File: src/sv/run_length_expander_macros.svh
// Assertion macros shared by the run-length expander RTL.
`ifndef RUN_LENGTH_EXPANDER_MACROS_SVH
`define RUN_LENGTH_EXPANDER_MACROS_SVH

`ifndef ASSERT_OFF

`define RLE_ASSERT_IMPLY(label, clk, rst_n, ante, cons) \
	label: assert property (@(posedge clk) disable iff (!rst_n) (ante) |-> (cons)) \
		else $error("run_length_expander: assertion failed");

`define RLE_ASSERT_NEXT(label, clk, rst_n, ante, cons) \
	label: assert property (@(posedge clk) disable iff (!rst_n) (ante) |=> (cons)) \
		else $error("run_length_expander: assertion failed");

`else

`define RLE_ASSERT_IMPLY(label, clk, rst_n, ante, cons)

`define RLE_ASSERT_NEXT(label, clk, rst_n, ante, cons)

`endif

`endif

File: src/sv/rle_pkg.sv
package rle_pkg;

	localparam int SYM_W     = 8;
	localparam int OFS_W     = 12;
	localparam int CNT_W     = 7;
	localparam int LANES     = 8;
	localparam int LANE_W    = 64;
	localparam int OUT_BYTES = 64;
	localparam int MAX_WORDS = 64;

	typedef logic [SYM_W-1:0] sym_t;
	typedef logic [OFS_W-1:0] ofs_t;
	typedef logic [CNT_W-1:0] cnt_t;

	typedef struct packed {
		sym_t sym;
		ofs_t run_end;
	} pair_t;

	typedef struct packed {
		ofs_t total;
		logic eop;
	} grp_desc_t;

endpackage

File: src/sv/rle_ram.sv
module rle_ram #(
	parameter int WIDTH = 8,
	parameter int DEPTH = 16
) (
	input  logic                                     clk,
	input  logic                                     we,
	input  logic [(DEPTH > 1 ? $clog2(DEPTH) : 1)-1:0] waddr,
	input  logic [WIDTH-1:0]                         wdata,
	input  logic [(DEPTH > 1 ? $clog2(DEPTH) : 1)-1:0] raddr,
	output logic [WIDTH-1:0]                         rdata
);

	logic [WIDTH-1:0] mem [DEPTH];

	always_ff @(posedge clk) begin
		if (we) begin
			mem[waddr] <= wdata;
		end
		rdata <= mem[raddr];
	end

endmodule

File: src/sv/rle_front.sv
module rle_front
	import rle_pkg::*;
#(
	parameter int PAIRS           = 8,
	parameter int MAX_GROUP_BYTES = 4096
) (
	input  logic                          clk,
	input  logic                          arst_n,
	input  logic                          in_valid,
	output logic                          in_stall,
	input  logic [SYM_W-1:0]              symbol,
	input  logic [OFS_W-1:0]              run_end,
	input  logic                          group_last,
	input  logic                          packet_end,
	input  logic                          q_full,
	output logic                          wr_en,
	output logic [$clog2(2*PAIRS)-1:0]    wr_addr,
	output pair_t                         wr_data,
	output logic                          push,
	output grp_desc_t                     push_desc
);

	localparam int AW = $clog2(2*PAIRS);
	localparam int IW = PAIRS > 1 ? $clog2(PAIRS) : 1;

	logic [IW-1:0] idx_q;
	logic          bank_q;
	logic          accept;
	logic          close;
	ofs_t          sat_end;

	// both banks busy exactly when the queue holds two groups
	assign in_stall = q_full;
	assign accept   = in_valid && !q_full;

	assign sat_end = (run_end > OFS_W'(MAX_GROUP_BYTES - 1)) ?
		OFS_W'(MAX_GROUP_BYTES - 1) : run_end;
	assign close   = group_last || (idx_q == IW'(PAIRS - 1));

	assign wr_en           = accept;
	assign wr_addr         = bank_q ? AW'(PAIRS) + AW'(idx_q) : AW'(idx_q);
	assign wr_data.sym     = symbol;
	assign wr_data.run_end = sat_end;

	assign push            = accept && close;
	assign push_desc.total = sat_end;
	assign push_desc.eop   = packet_end;

	always_ff @(posedge clk or negedge arst_n) begin
		if (!arst_n) begin
			idx_q  <= '0;
			bank_q <= 1'b0;
		end else if (accept) begin
			if (close) begin
				idx_q  <= '0;
				bank_q <= ~bank_q;
			end else begin
				idx_q <= IW'(idx_q + 1'b1);
			end
		end
	end

endmodule

File: src/sv/rle_queue.sv
`include "run_length_expander_macros.svh"

module rle_queue
	import rle_pkg::*;
(
	input  logic      clk,
	input  logic      arst_n,
	input  logic      push,
	input  grp_desc_t push_desc,
	input  logic      pop,
	output grp_desc_t head,
	output logic      nonempty,
	output logic      full
);

	grp_desc_t ent_q [2];
	logic      wr_ptr_q;
	logic      rd_ptr_q;
	logic [1:0] cnt_q;

	assign head     = ent_q[rd_ptr_q];
	assign nonempty = cnt_q != 2'd0;
	assign full     = cnt_q == 2'd2;

	always_ff @(posedge clk) begin
		if (push) begin
			ent_q[wr_ptr_q] <= push_desc;
		end
	end

	always_ff @(posedge clk or negedge arst_n) begin
		if (!arst_n) begin
			wr_ptr_q <= 1'b0;
			rd_ptr_q <= 1'b0;
			cnt_q    <= 2'd0;
		end else begin
			if (push) begin
				wr_ptr_q <= ~wr_ptr_q;
			end
			if (pop) begin
				rd_ptr_q <= ~rd_ptr_q;
			end
			if (push && !pop) begin
				cnt_q <= cnt_q + 2'd1;
			end else if (pop && !push) begin
				cnt_q <= cnt_q - 2'd1;
			end
		end
	end

	`RLE_ASSERT_IMPLY(a_no_overflow, clk, arst_n, push, !full)
	`RLE_ASSERT_IMPLY(a_no_underflow, clk, arst_n, pop, nonempty)

endmodule

File: src/sv/rle_back.sv
`include "run_length_expander_macros.svh"

module rle_back
	import rle_pkg::*;
#(
	parameter int PAIRS      = 8,
	parameter int WORD_BYTES = 64
) (
	input  logic                              clk,
	input  logic                              arst_n,
	input  logic                              q_nonempty,
	input  grp_desc_t                         head,
	output logic                              pop,
	output logic [$clog2(2*PAIRS)-1:0]        rd_addr,
	input  pair_t                             rd_data,
	output logic                              out_valid,
	input  logic                              out_stall,
	output logic [LANES-1:0][LANE_W-1:0]      out_lanes,
	output logic [CNT_W-1:0]                  out_count,
	output logic                              out_eop,
	output logic                              out_last
);

	localparam int AW = $clog2(2*PAIRS);
	localparam int IW = PAIRS > 1 ? $clog2(PAIRS) : 1;

	logic [IW-1:0]                    k_q;
	logic                             bank_q;
	ofs_t                             off_q;
	ofs_t                             pos_q;
	cnt_t                             nwords_q;
	logic [OUT_BYTES-1:0][SYM_W-1:0]  word_q;
	logic                             primed_q;

	logic                             out_valid_q;
	logic [LANES-1:0][LANE_W-1:0]     lanes_q;
	cnt_t                             count_q;
	logic                             eop_q;
	logic                             last_q;

	ofs_t                             remain;
	logic                             final_word;
	cnt_t                             count;
	ofs_t                             word_end;
	ofs_t                             seg_end;
	logic                             skip;
	logic                             empty;
	cnt_t                             rel_lo;
	cnt_t                             rel_hi;
	logic [OUT_BYTES-1:0][SYM_W-1:0]  merged;
	logic                             go;
	logic                             out_free;
	logic                             done;
	logic                             emit;
	logic                             finish;
	logic [IW-1:0]                    k_next;
	logic                             bank_next;

	assign remain     = head.total - off_q;
	assign final_word = remain <= OFS_W'(WORD_BYTES);
	assign count      = final_word ? CNT_W'(remain) : CNT_W'(WORD_BYTES);
	assign word_end   = off_q + OFS_W'(count);
	assign empty      = count == '0;
	assign skip       = rd_data.run_end <= pos_q;
	assign seg_end    = (rd_data.run_end < word_end) ? rd_data.run_end : word_end;
	assign rel_lo     = CNT_W'(pos_q - off_q);
	assign rel_hi     = CNT_W'(seg_end - off_q);

	always_comb begin
		for (int b = 0; b < OUT_BYTES; b++) begin
			if (!empty && !skip && CNT_W'(b) >= rel_lo && CNT_W'(b) < rel_hi) begin
				merged[b] = rd_data.sym;
			end else begin
				merged[b] = word_q[b];
			end
		end
	end

	// store read data trails the address by one register; primed_q marks it current
	assign go       = q_nonempty && primed_q;
	assign out_free = !out_valid_q || !out_stall;
	assign done     = empty || (!skip && seg_end == word_end);
	assign emit     = go && done && out_free;
	assign finish   = emit && (final_word || nwords_q == CNT_W'(MAX_WORDS - 1));
	assign pop      = finish;

	always_comb begin
		if (finish) begin
			k_next = '0;
		end else if (go && !empty && skip) begin
			k_next = IW'(k_q + 1'b1);
		end else begin
			k_next = k_q;
		end
	end

	assign bank_next = bank_q ^ finish;
	assign rd_addr   = bank_next ? AW'(PAIRS) + AW'(k_next) : AW'(k_next);

	always_ff @(posedge clk or negedge arst_n) begin
		if (!arst_n) begin
			k_q      <= '0;
			bank_q   <= 1'b0;
			off_q    <= '0;
			pos_q    <= '0;
			nwords_q <= '0;
			word_q   <= '0;
			primed_q <= 1'b0;
		end else begin
			primed_q <= q_nonempty && !finish;
			k_q      <= k_next;
			bank_q   <= bank_next;
			if (go && (empty || !skip)) begin
				if (!done) begin
					word_q <= merged;
					pos_q  <= seg_end;
				end else if (out_free) begin
					word_q <= '0;
					if (finish) begin
						off_q    <= '0;
						pos_q    <= '0;
						nwords_q <= '0;
					end else begin
						off_q    <= word_end;
						pos_q    <= word_end;
						nwords_q <= nwords_q + 1'b1;
					end
				end
			end
		end
	end

	always_ff @(posedge clk or negedge arst_n) begin
		if (!arst_n) begin
			out_valid_q <= 1'b0;
		end else if (emit) begin
			out_valid_q <= 1'b1;
		end else if (!out_stall) begin
			out_valid_q <= 1'b0;
		end
	end

	always_ff @(posedge clk) begin
		if (emit) begin
			lanes_q <= merged;
			count_q <= count;
			eop_q   <= final_word && head.eop;
			last_q  <= final_word;
		end
	end

	assign out_valid = out_valid_q;
	assign out_lanes = lanes_q;
	assign out_count = count_q;
	assign out_eop   = eop_q;
	assign out_last  = last_q;

	`RLE_ASSERT_IMPLY(a_pos_in_word, clk, arst_n, go && !empty, pos_q >= off_q && pos_q < word_end)
	`RLE_ASSERT_NEXT(a_group_rewind, clk, arst_n, finish, k_q == '0 && off_q == '0 && nwords_q == '0)

endmodule

File: src/sv/run_length_expander.sv
// A group's first word is built only after its closing pair is taken and queued.
// Throughput: pairs are taken one per cycle while one of the two store banks is free.
// Each word merges each run it touches and steps past each run skipped; each group
// first waits for the store read data. The scan over the stored runs is the limit.
// Reset: arst_n clears all control state and the partial word; no clearing pass.
module run_length_expander
	import rle_pkg::*;
#(
	parameter int PAIRS_PER_GROUP = 8,
	parameter int WORD_BYTES      = 64,
	parameter int MAX_GROUP_BYTES = 4096
) (
	input  logic              clk,
	input  logic              arst_n,
	input  logic              in_valid,
	output logic              in_stall,
	input  logic [SYM_W-1:0]  symbol,
	input  logic [OFS_W-1:0]  run_end,
	input  logic              group_last,
	input  logic              packet_end,
	output logic              out_valid,
	input  logic              out_stall,
	output logic [LANE_W-1:0] lane0,
	output logic [LANE_W-1:0] lane1,
	output logic [LANE_W-1:0] lane2,
	output logic [LANE_W-1:0] lane3,
	output logic [LANE_W-1:0] lane4,
	output logic [LANE_W-1:0] lane5,
	output logic [LANE_W-1:0] lane6,
	output logic [LANE_W-1:0] lane7,
	output logic [CNT_W-1:0]  valid_bytes,
	output logic              word_eop,
	output logic              word_last
);

	localparam int AW = $clog2(2*PAIRS_PER_GROUP);

	logic                          wr_en;
	logic [AW-1:0]                 wr_addr;
	pair_t                         wr_data;
	logic [AW-1:0]                 rd_addr;
	pair_t                         rd_data;
	logic                          push;
	grp_desc_t                     push_desc;
	logic                          pop;
	grp_desc_t                     head;
	logic                          q_nonempty;
	logic                          q_full;
	logic [LANES-1:0][LANE_W-1:0]  lanes;

	rle_front #(
		.PAIRS           (PAIRS_PER_GROUP),
		.MAX_GROUP_BYTES (MAX_GROUP_BYTES)
	) u_front (
		.clk        (clk),
		.arst_n     (arst_n),
		.in_valid   (in_valid),
		.in_stall   (in_stall),
		.symbol     (symbol),
		.run_end    (run_end),
		.group_last (group_last),
		.packet_end (packet_end),
		.q_full     (q_full),
		.wr_en      (wr_en),
		.wr_addr    (wr_addr),
		.wr_data    (wr_data),
		.push       (push),
		.push_desc  (push_desc)
	);

	rle_ram #(
		.WIDTH ($bits(pair_t)),
		.DEPTH (2*PAIRS_PER_GROUP)
	) u_store (
		.clk   (clk),
		.we    (wr_en),
		.waddr (wr_addr),
		.wdata (wr_data),
		.raddr (rd_addr),
		.rdata (rd_data)
	);

	rle_queue u_queue (
		.clk       (clk),
		.arst_n    (arst_n),
		.push      (push),
		.push_desc (push_desc),
		.pop       (pop),
		.head      (head),
		.nonempty  (q_nonempty),
		.full      (q_full)
	);

	rle_back #(
		.PAIRS      (PAIRS_PER_GROUP),
		.WORD_BYTES (WORD_BYTES)
	) u_back (
		.clk        (clk),
		.arst_n     (arst_n),
		.q_nonempty (q_nonempty),
		.head       (head),
		.pop        (pop),
		.rd_addr    (rd_addr),
		.rd_data    (rd_data),
		.out_valid  (out_valid),
		.out_stall  (out_stall),
		.out_lanes  (lanes),
		.out_count  (valid_bytes),
		.out_eop    (word_eop),
		.out_last   (word_last)
	);

	assign lane0 = lanes[0];
	assign lane1 = lanes[1];
	assign lane2 = lanes[2];
	assign lane3 = lanes[3];
	assign lane4 = lanes[4];
	assign lane5 = lanes[5];
	assign lane6 = lanes[6];
	assign lane7 = lanes[7];

endmodule

File: config.mk
export PLATFORM = sky130hd
export DESIGN_NAME = run_length_expander
export DESIGN_NICKNAME = d
export VERILOG_FILES = /design/src/sv/rle_pkg.sv /design/src/sv/rle_ram.sv /design/src/sv/rle_front.sv /design/src/sv/rle_queue.sv /design/src/sv/rle_back.sv /design/src/sv/run_length_expander.sv
export VERILOG_INCLUDE_DIRS = /design/src /design/src/sv
export SDC_FILE = /design/constraint.sdc
export NUM_CORES = 2
export LEC_CHECK = 0
export BUFFER_PORTS_ARGS = -buffer_cell sky130_fd_sc_hd__buf_2
export CORE_ASPECT_RATIO = 1.75
export CORE_UTILIZATION = 60
export DETAILED_ROUTE_END_ITERATION = 6
export PLACE_DENSITY = 0.8
export SYNTH_ARGS = -nofsm -noshare
export SYNTH_HDL_FRONTEND = slang
export SYNTH_SLANG_ARGS = --single-unit
File: constraint.sdc
create_clock -name clk -period 28.3 [get_ports clk]
set_input_delay 7.075 -clock clk [delete_from_list [all_inputs] [get_ports clk]]
set_output_delay 7.075 -clock clk [all_outputs]
set_load 0.05 [all_outputs]
======== Word-level counts from Yosys, hierarchy flattened ========
Memory sizes are Yosys's and may differ from the RTL's. A register that Yosys moved wholly into a read port is not among the register bits.
Index checks and enable logic that the tools add are counted.
operators by class
  add/subtract/negate cells ............... 11
  magnitude comparators ................... 132
  equal/unequal tests ..................... 6
  muxes and demuxes ....................... 86
  bitwise operators ....................... 4
  reductions and logical operators ........ 161
operators with widths
  cell                  number
  $mux 512              2
  $mux 8                64
  $ge 6x7->1 const A    32
  $lt 6x7->1 const A    32
  $logic_and 1x1->1     143
  $ge 5x7->1 const A    16
  $lt 5x7->1 const A    16
  $mux 12               5
  $ge 4x7->1 const A    8
  $lt 4x7->1 const A    8
  $ge 3x7->1 const A    4
  $lt 3x7->1 const A    4
  $ge 1x7->1 const A    2
  $ge 2x7->1 const A    2
  $lt 1x7->1 const A    2
  $lt 2x7->1 const A    2
  $mux 7                2
  $sub 7x7->7           2
  $add 12x7->12         1
  $eq 12x12->1          1
  $gt 12x12->1 const B  1
  $le 12x12->1          1
  $le 12x7->1 const B   1
  $lt 12x12->1          1
  22 further kinds      48
storage, ports and cells
  register bits after elaboration ......... 1078
  bits in writable memories ............... 346
  input port bits ......................... 26
  output and inout bits ................... 523
  word-level logic and storage cells ...... 489
  memories ................................ 2
memories
  memory         depth  bits a word  rd ports  clocked after memory_dff  wr ports  RTL line         text
  u_store.mem    16     20           1         1                         1         rle_ram.sv:13    logic [WIDTH-1:0] mem [DEPTH];
  u_queue.ent_q  2      13           1         0                         1         rle_queue.sv:16  grp_desc_t ent_q [2];

======== Logic depth before layout (Yosys ltp) ========
An unclocked memory read counts as a cell.
  word-level depth ........................ 16
  depth in mapped cells ................... 47

======== Modules after synthesis ========
Synthesis repeated with hierarchy kept, for this count alone.
unflattened totals
  cell total of the unflattened synthesis .. 4282
  area total of the unflattened synthesis .. 61743.0 µm²
by module, submodules not included
  module     times used  cells each  area each (µm²)  seq. area each (µm²)
  rle_back   1           3643        47664.5          29383.2
  rle_ram    1           533         12530.8          10009.6
  rle_queue  1           56          1127.3           880.8
  rle_front  1           50          420.4            100.1

======== Worst setup path after synthesis ========
OpenSTA, ideal clock, no wires.
  path type ............................... input to register
  start ................................... input out_stall
  end ..................................... register u_back.count_q[0], in the netlist u_back.out_count[0], enable pin
  library setup time ...................... 1088 ps
  data arrival time ....................... 21856 ps
  data required time ...................... 27212 ps
  path slack .............................. 5357 ps
  cell stages on the path ................. 6
  buffers on the path ..................... 1
  path through ............................ nand2_1 > nand2b_1 > a21oi_1 > o21ai_1 > inv_1 > buf_1
between the ends
  cells in the longest elaborated chain, start to end .. 3
RTL lines
  item                    RTL line                   text
  start: declaration      run_length_expander.sv:22  input logic out_stall,
  $logic_not 1->1         rle_back.sv:81             assign out_free = !out_valid_q || !out_stall;
  $logic_or 1x1->1        rle_back.sv:81
  $logic_and 1x1->1       rle_back.sv:83             assign emit = go && done && out_free;
  net u_back.emit         rle_back.sv:54             logic emit;
  end signal: assignment  rle_back.sv:146            count_q <= count;
  end: declaration        rle_back.sv:37             cnt_t count_q;
The timed path passes the listed nets, and every way through them passes these cells.
A chain may end at the register's enable or synchronous reset.

==> flow_summary.json <==
{
  "slew_viol_final": 0,
  "worstReg2RegStart": "u_queue.rd_ptr_q$_DFFE_PN0P_",
  "timing.final.crit_period_ns": 12.79,
  "timing.hold.worst.class": "reg2reg",
  "global_route_wire_length_before_repair_um": 265000,
  "syn-instance-count": 4075,
  "tightest_slew_ns": 1.31,
  "min_period_over_period": 0.452,
  "synth_sequential_area_ratio": 0.663,
  "dr_total_vias": 40200,
  "clkTransAtPathRegs_ns": 0.06,
  "ys_async_sr_fraction": 0.386,
  "postSynth.topFlopCell": "edfxtp_1",
  "track_usage": 0.351,
  "setup.worst_path.start_class": "flip-flop",
  "slowest_delay_ns": 0.75,
  "critPathSlowestCell": "dfrtp_1",
  "grt_antenna_before_repair": 5,
  "ctsRootBufferMaster": "clkbuf_16",
  "synth.largest_area_cell": "edfxtp_1",
  "die_width_um": 243,
  "r2r_cells": 40,
  "hpwlAfterDp_um": 118000,
  "largest_net_degree_at_the_start_of_global_routing": 176,
  "syn-mean-instance-area_um2": 14.9,
  "yosys.cell_types.count": 102,
  "tritoncts_num_sinks": 1444,
  "slew_headroom": 0.129,
  "critical_path.max_fanout": 20,
  "clk_latency_ns": 0.79,
  "syn2layout_area_growth_pct": 13.3,
  "yosysTopAreaCellShare": 0.427,
  "worst_path_most_repeated_cell": "nand2_1",
  "layout.nets": 4619,
  "globalRouteMet2Util": 0.592,
  "violation_count_after_the_first_detailed_route_iteration": 4430,
  "max_fclk_mhz": 78.2,
  "diodes": 0,
  "via_per_inst": 6.74,
  "port_buffers": 548,
  "hold_viol": 0,
  "rows": 154,
  "synth_enable_flop_cells": 867,
  "io_pins": 549,
  "worstHoldStart": "u_back.word_q[223]$_DFFE_PN0P_",
  "tritoncts_clock_tree": "yes",
  "setup_total_negative_slack_ns": 0,
  "gr-total-overflow": 0,
  "ctsHtreeMaxLevel": 3,
  "synth_top_cells_by_area": "edfxtp_1 43%, dfrtp_1 23%, mux2_2 9.4%",
  "syn_nets": 4163,
  "grt_busiest_layer": "met2",
  "start_util": 0.606,
  "detail_route.drc_violations": 0,
  "skew_ns": 0.0537,
  "hold_depth": 1,
  "post_cts_resize_count": 0,
  "r2r-end": "u_back.out_lanes[36]$_DFFE_PP_",
  "drive_gt1_frac": 0.315,
  "rsz0062_at_grt": "false",
  "finalSetupViolCount": 0,
  "number_of_global_route_vias_before_repair": 39900,
  "antenna_left": 0,
  "gp_routability_congestion": 1.07,
  "die_area_mm2": 0.103,
  "cp_data_arrival_time_ns": 13.29,
  "die_h_um": 424,
  "ys.warnings.count": 0,
  "run_status": "finished, final reports clean",
  "design.core.area_mm2": 0.101,
  "drt_pre_antenna_iters": 5,
  "routed_wl_um": 181000,
  "numCtsBuffers": 117,
  "yosys_register_bits": 1444,
  "cts_hold_buf": 0,
  "post_cts_buffers": 0,
  "rrSetupSlack_ns": 15.51,
  "use_met3": 0.0588,
  "endpoint_required_time_on_the_critical_path_ns": 28.80,
  "maxCapViolCount": 0,
  "final_routed_wire_length_divided_by_cell_count_um": 30.4,
  "critical_path_class": "reg2reg",
  "whs_endpoint": "u_back.word_q[223]$_DFFE_PN0P_",
  "synth.cell_area_mm2": 0.0609,
  "max-clock-path-buffers": 3,
  "met1_use_gr": 0.427,
  "critical_path.endpoint_type": "flip-flop"
}
[metal layers]
metal	share of wire	wire length (µm)
met3	0.081	14700
met2	0.50	90500
met5	0	0
met1	0.36	64600
met4	0.064	11600
[metrics by stage]
| stage | utilization | worst slack [ns] | hold slack (ns) | cell area [µm²] | std cells |
|---|---|---|---|---|---|
| 2_1_floorplan | - | 5.36 | 0.446 | 60900 | 4075 |
| 3_3_place_gp | 0.646 | 16.08 | 0.465 | 64900 | 5737 |
| 3_5_place_dp | 0.646 | 15.59 | 0.468 | 64900 | 5737 |
| 4_1_cts | 0.686 | 15.51 | 0.486 | 69000 | 5960 |
| 5_1_grt | 0.686 | 14.70 | 0.493 | 69000 | 5961 |
| 6_report | 0.686 | 15.51 | 0.479 | 69000 | 5961 |
[Yosys cell counts, drive strengths merged, types with 15 or more instances]
master	count
nor2	105
xnor2	26
o21ai	98
o22ai	68
ha	58
a221oi	44
a21oi	74
inv	66
buf	94
mux2i	63
edfxtp	867
o2bb2ai	269
o221ai	42
clkbuf	206
a21o	28
a32o	57
and2	26
dfrtp	557
nor3	17
a31oi	22
nor4	30
nand2	239
a22o	197
a311oi	47
dfxtp	20
a211oi	15
xor2	24
mux2	523
nand3	27
[state kept, by name, summed over array words and instances (netlist names), 2 cells and up]
name and count:
u_back.nwords_q 7, u_queue.cnt_q 2, u_queue.ent_q 26, u_back.k_q 3, u_back.word_q 512, u_front.idx_q 3, u_back.pos_q 12, u_back.out_count 7
u_store.mem 320, u_back.off_q 12, u_store.rdata 20, u_back.out_lanes 512
[cells in the final DEF, fill, tap and decap left out, types with 17 or more instances in the layout]
master / instances
mux2_2: 507
a22o_1: 197
buf_4: 87
nor4_1: 25
edfxtp_1: 867
a221oi_1: 40
clkbuf_16: 117
inv_1: 65
a21o_1: 28
dfrtp_1: 556
o2bb2ai_1: 268
nand2_1: 238
o21ai_1: 23
clkinv_2: 17
a32o_1: 57
a21oi_1: 70
nand3_1: 26
nor2_1: 104
xor2_1: 23
mux2i_1: 62
buf_2: 547
a311oi_1: 40
clkbuf_1: 34
o22ai_1: 68
o21ai_0: 54
o21ai_2: 20
xnor2_1: 25
o221ai_1: 35
and2_1: 26
ha_1: 58
clkbuf_8: 18
[area by class of cell]
cell class	instances	area, µm²
Clock buffer	169	3300
Fill cell	6698	31500
Timing Repair Buffer	637	3450
Multi-Input combinational cell	2265	19200
Tap cell	1326	1660
Inverter	66	255
Clock inverter	54	798
Sequential cell	1444	40400
[how the worst max path moves through the flow]
| stage | start | to | slack (ns) | depth (start not counted) |
|---|---|---|---|---|
| 2_1_floorplan | out_stall | u_back.out_count[0]$_DFFE_PP_ | 5.36 | 6 |
| 3_5_place_dp | u_queue.rd_ptr_q$_DFFE_PN0P_ | u_back.word_q[17]$_DFFE_PN0P_ | 15.59 | 40 |
| 6_report | u_queue.rd_ptr_q$_DFFE_PN0P_ | u_back.out_lanes[36]$_DFFE_PP_ | 15.51 | 40 |
| 5_1_grt | u_queue.rd_ptr_q$_DFFE_PN0P_ | u_back.out_lanes[27]$_DFFE_PP_ | 14.70 | 40 |
| 3_3_place_gp | u_queue.rd_ptr_q$_DFFE_PN0P_ | u_back.out_lanes[28]$_DFFE_PP_ | 16.08 | 40 |
| 4_1_cts | u_queue.rd_ptr_q$_DFFE_PN0P_ | u_back.word_q[16]$_DFFE_PN0P_ | 15.51 | 40 |
[cell families (layout without fill, tap and decap cells)]
kind of cell	after synthesis	in the layout	synth area share
buffers and inverters	366	926	0.0248
XOR/XNOR	51	51	0.00770
flip-flops	1444	1444	0.663
AND/OR/NAND/NOR	524	524	0.0404
multiplexers	586	586	0.108
AO/OA/AOI/OAI	1042	1042	0.144
adder cells (fa/ha/maj)	62	62	0.0132
[critical path: cells and delay by family (launching register included)]
kind	cells	cell delay, ns
and+or+nand+nor	17	4.84
AOI/OAI and AO/OA	12	4.07
adders and majority gates	5	1.22
DFF	1	0.75
buffers and inverters	2	0.22
muxes	2	0.93
xor gates and xnor gates	2	0.47
Power is not shown: default switching activity piles up to over one toggle a cycle in this logic, so the estimate is an artifact.
